==> src/rtl/core/msort_pkg.sv <==
// Shared types and constants for the merge sorter.
// No dependencies; used by msort_cell and merge_sorter_unit.
package msort_pkg;

	localparam int CAPACITY_DEF = 64;
	localparam int DATA_W       = 32;

	// one slot of the sorting chain: occupied flag plus stored word
	typedef struct packed {
		logic                     valid;
		logic signed [DATA_W-1:0] data;
	} tok_t;

	// control broadcast to every cell
	typedef struct packed {
		logic shift;   // move held words one cell toward the head
	} cell_ctrl_t;

	typedef enum logic [1:0] {
		ST_LOAD,
		ST_SETTLE,
		ST_DRAIN
	} state_t;

endpackage

==> src/rtl/core/msort_cell.sv <==
// One cell of the insertion chain: keeps the smaller word, hands the larger on.
// Depends on msort_pkg.
module msort_cell (
	input  logic                 clk,
	input  logic                 arst_n,
	input  msort_pkg::cell_ctrl_t ctrl,
	input  msort_pkg::tok_t      in_tok,
	input  msort_pkg::tok_t      next_hold,
	output msort_pkg::tok_t      out_tok,
	output msort_pkg::tok_t      hold
);

	msort_pkg::tok_t hold_q;
	msort_pkg::tok_t pass_q;

	// compare and exchange, or shift toward the head while draining
	always_ff @(posedge clk or negedge arst_n) begin
		if (!arst_n) begin
			hold_q <= '0;
			pass_q <= '0;
		end else if (ctrl.shift) begin
			hold_q       <= next_hold;
			pass_q.valid <= 1'b0;
		end else if (in_tok.valid) begin
			if (!hold_q.valid) begin
				hold_q       <= in_tok;
				pass_q.valid <= 1'b0;
			end else if ($signed(in_tok.data) < $signed(hold_q.data)) begin
				hold_q <= in_tok;
				pass_q <= hold_q;
			end else begin
				pass_q <= in_tok;
			end
		end else begin
			pass_q.valid <= 1'b0;
		end
	end

	assign out_tok = pass_q;
	assign hold    = hold_q;

endmodule

==> config.mk <==
export PLATFORM = sky130hd
export DESIGN_NAME = msort_cell
export DESIGN_NICKNAME = d
export VERILOG_FILES = /design/src/rtl/core/msort_pkg.sv /design/src/rtl/core/msort_cell.sv
export SDC_FILE = /design/constraint.sdc
export NUM_CORES = 1
export LEC_CHECK = 0
export CORE_MARGIN = 10
export CORE_UTILIZATION = 39
export DETAILED_ROUTE_END_ITERATION = 7
export DONT_BUFFER_PORTS = 1
export PLACE_DENSITY = 0.54
export SYNTH_ARGS = -nofsm -noshare
export SYNTH_HDL_FRONTEND = slang
export SYNTH_SLANG_ARGS = --single-unit
==> constraint.sdc <==
create_clock -name clk -period 3.9 [get_ports clk]
set_input_delay 0 -clock clk [delete_from_list [all_inputs] [get_ports clk]]
set_output_delay 0 -clock clk [all_outputs]
set_load 0.02 [all_outputs]
==> impl_metrics.toml <==
[grt]
grt_antenna_before_repair = 0
grt.met3_usage_pct = 7.14
grt_remaining_overflow = 0
largest_net_degree_at_the_start_of_global_routing = 67
grt_busiest_layer = "met2"
first_pass_grt_wire_length_um = 23700
grt_use_met1_pct = 22.2
grt_pass1_vias = 4049
groute.usage.overall_pct = 18.6
grt_use_met2_pct = 29.3

[synthesis]
mapped_nets = 554
postSynthCellCount = 454
synth_flop_cell = "sky130_fd_sc_hd__dfrtp_1"
synth_enable_flop_cells = 0
synthArstFlopShare_pct = 100
synth.avg_cell_area_um2 = 9.57
cell_variety_after_synth = 37
yosysSeqAreaShare_pct = 38.0
netlist_area_mm2 = 0.00434
yosys_warnings = 0
postSynthRegisterBits = 66

[floorplanning]
die_w_um = 126
coreArea_mm2 = 0.0109
std_cell_rows = 38
die_area_mm2 = 0.0158
floorplan.initialDensity_pct = 39.9
top_level_ports = 135
die_h_um = 126

[sta]
worst_hold_slack_ps = 127
fin_crit_sh_pct = 89.6
fin_crit_ps = 3490
setup_total_negative_slack_ps = 0
post-route-worst-setup-slack_ps = 407
worst-slew-pin-transition_ps = 767
number_of_setup_violations_in_the_final_report = 0
rsz0062_at_grt = "no"
max_freq_mhz = 286
slew_headroom_pct = 48.8
final.setup_skew_ps = 10.6
timing_hold_violations_final = 0
final-max-slew-violation-count = 0

[cells_and_area]
antenna_cells = 0
most-common-layout-cells = "68 x sky130_fd_sc_hd__dlygate4sd3_1, 66 x sky130_fd_sc_hd__dfrtp_1, 62 x sky130_fd_sc_hd__mux2i_1"
area_overhead_of_the_layout_relative_to_synthesis_pct = 25.3
layout.cells.most_common = "sky130_fd_sc_hd__dlygate4sd3_1"
drive_gt1_share_pct = 7.96
filler_cell_count = 1009
nets = 610
instances_no_fill = 655

[clock_network]
cts_sinks = 66
clock_path_buffers = 2
clock_tree.htree_level_count = 3
clk_latency_ps = 360
cts.clk_slew.worst_paths_ps = 80
tritoncts = "yes"
ctsRootBufferMaster = "sky130_fd_sc_hd__clkbuf_8"
cts_inserted_buffers = 9
post_cts_resized = 0

[worst_hold_path]
min-delay-path-class = "input port to flip-flop"

[worst_setup_path]
end_kind = "flip-flop"
worst_path_max_delay_cell = "sky130_fd_sc_hd__dlygate4sd3_1"
timing_worst_setup_path_type = "flip-flop to flip-flop"
worstSetupStartpointType = "flip-flop"
worstPathCellList = "inv_1 > ha_2 > buf_4 > inv_1 > a21oi_1 > a221o_1 > nor2_2 > buf_4 > nand4_1 > nand3_1 > dlygate4sd3_1"
crit_path_max_incr_delay_ps = 540
worst-endpoint-required_ps = 4200
critPathMaxFanout = 63
cp.arrival_ps = 3790

[routing]
vias = 3956
drtIter0Drc = 259
drtPass1Iterations = 4
wl_per_cell_um = 23.0
avgViaCountPerCell = 6.04
drt.antenna.violating_nets = 0
drcViolationCount = 0
finalWirelength_um = 15100

[power]
power.clock.fraction_pct = 23.1
pwr-share-seq_pct = 46.0
fin_total_pwr_uw = 2590
p_per_area_mw_per_mm2 = 476
power.internal_uw = 1490
power.leakage_uw = 0.00231
combinational_cell_fraction_of_total_power_pct = 30.9
vdd_ir_drop_max_mv = 0.207
p_sw_uw = 1100
swShare_pct = 42.5

[placed_design]
dp_cells = 566
place_congestion = 0.820
detailed_place_hpwl_um = 9780
buffer_ports.inserted = 0
dp_worst_setup_slack_ps = 482

[run_status]
result_of_the_run = "complete, no violations"

[flow_run]
cap_violations = 0
[per-layer routing]
metal / share of wire (%) / wire (um) / vias to the layer above
met2: 47 / 7090 / 168
li1: - / - / 1846
met4: 1.7 / 255 / 0
met3: 9.8 / 1470 / 25
met1: 41 / 6240 / 1917
met5: 0 / 0 / -
[power by group through the flow]
stage	clock network [uW]	logic (uW)	registers [uW]
after floorplan	0	553	1150
after global placement	0	689	1210
after detailed placement	0	702	1210
after CTS	615	803	1200
after global routing	641	896	1220
final	600	800	1190
[metrics by stage]
step	cell area, um2	util (%)
after detailed placement	4490	41.2
after floorplan	4340	-
after global placement	4490	41.2
after CTS	5420	49.8
after global routing	5440	50.0
final	5440	50.0
[area by class of cell]
class,count,area (um2),area share [%]
clock inverter,5,53.8,0.989
multi-input combinational,312,2420,44.5
inverter,35,131,2.41
clock buffer,11,141,2.60
sequential,66,1650,30.3
tap,140,175,3.22
timing repair buffer,86,868,16.0
[state kept, by name (all words and copies together), names as in the netlist]
signal   cells
out_tok     33
hold        33
[critical path: cells and delay by family (launching register included)]
kind / cells / cell delay (ps)
buf+inv: 5 / 1580
simple gates: 3 / 660
flops: 1 / 510
compound gates: 2 / 400
fa+ha+maj: 1 / 280
[cell usage after synthesis, types with 3 or more instances]
master,count,area [um2]
sky130_fd_sc_hd__a21oi_1,11,55.1
sky130_fd_sc_hd__a31oi_1,32,200
sky130_fd_sc_hd__a41oi_1,32,280
sky130_fd_sc_hd__buf_6,3,33.8
sky130_fd_sc_hd__clkbuf_1,35,131
sky130_fd_sc_hd__dfrtp_1,66,1650
sky130_fd_sc_hd__ha_1,31,388
sky130_fd_sc_hd__inv_1,35,131
sky130_fd_sc_hd__mux2i_1,62,621
sky130_fd_sc_hd__nand2_1,9,33.8
sky130_fd_sc_hd__nand3_1,4,20.0
sky130_fd_sc_hd__nand4_1,5,31.3
sky130_fd_sc_hd__nor2_1,37,139
sky130_fd_sc_hd__nor3_1,31,155
sky130_fd_sc_hd__o211ai_1,31,233
sky130_fd_sc_hd__o21ai_0,5,25.0
[cell families after synthesis]
kind of cell,count (synthesis),synth area share (%)
AOI/OAI and AO/OA,122,20.8
buffers and inverters,76,7.14
muxes,64,14.8
DFF,66,38.0
and+or+nand+nor,95,10.3
adders and majority gates,31,8.93
[worst paths after layout]
check / slack (ps) / cells after the start / startpoint / end
worst max-delay path: 410 / 11 / hold[31] / out_tok[31]
min in group asynchronous: 170 / 2 / arst_n / out_tok[32]
worst min register to register: 660 / 2 / out_tok[12] / out_tok[12]
worst max register to register: 410 / 11 / hold[31] / out_tok[31]
worst min-delay path: 130 / 3 / ctrl / hold[4]
max in group asynchronous: 3420 / 2 / arst_n / hold[13]
[what timing repair did]
item | in CTS | in global routing
hold endpoints to repair | 132 | 0
endpoints found under the setup margin | 0 | 1
setup buffers | 0 | 3
hold buffers | 70 | 0
(Power assumes the default switching activity.)
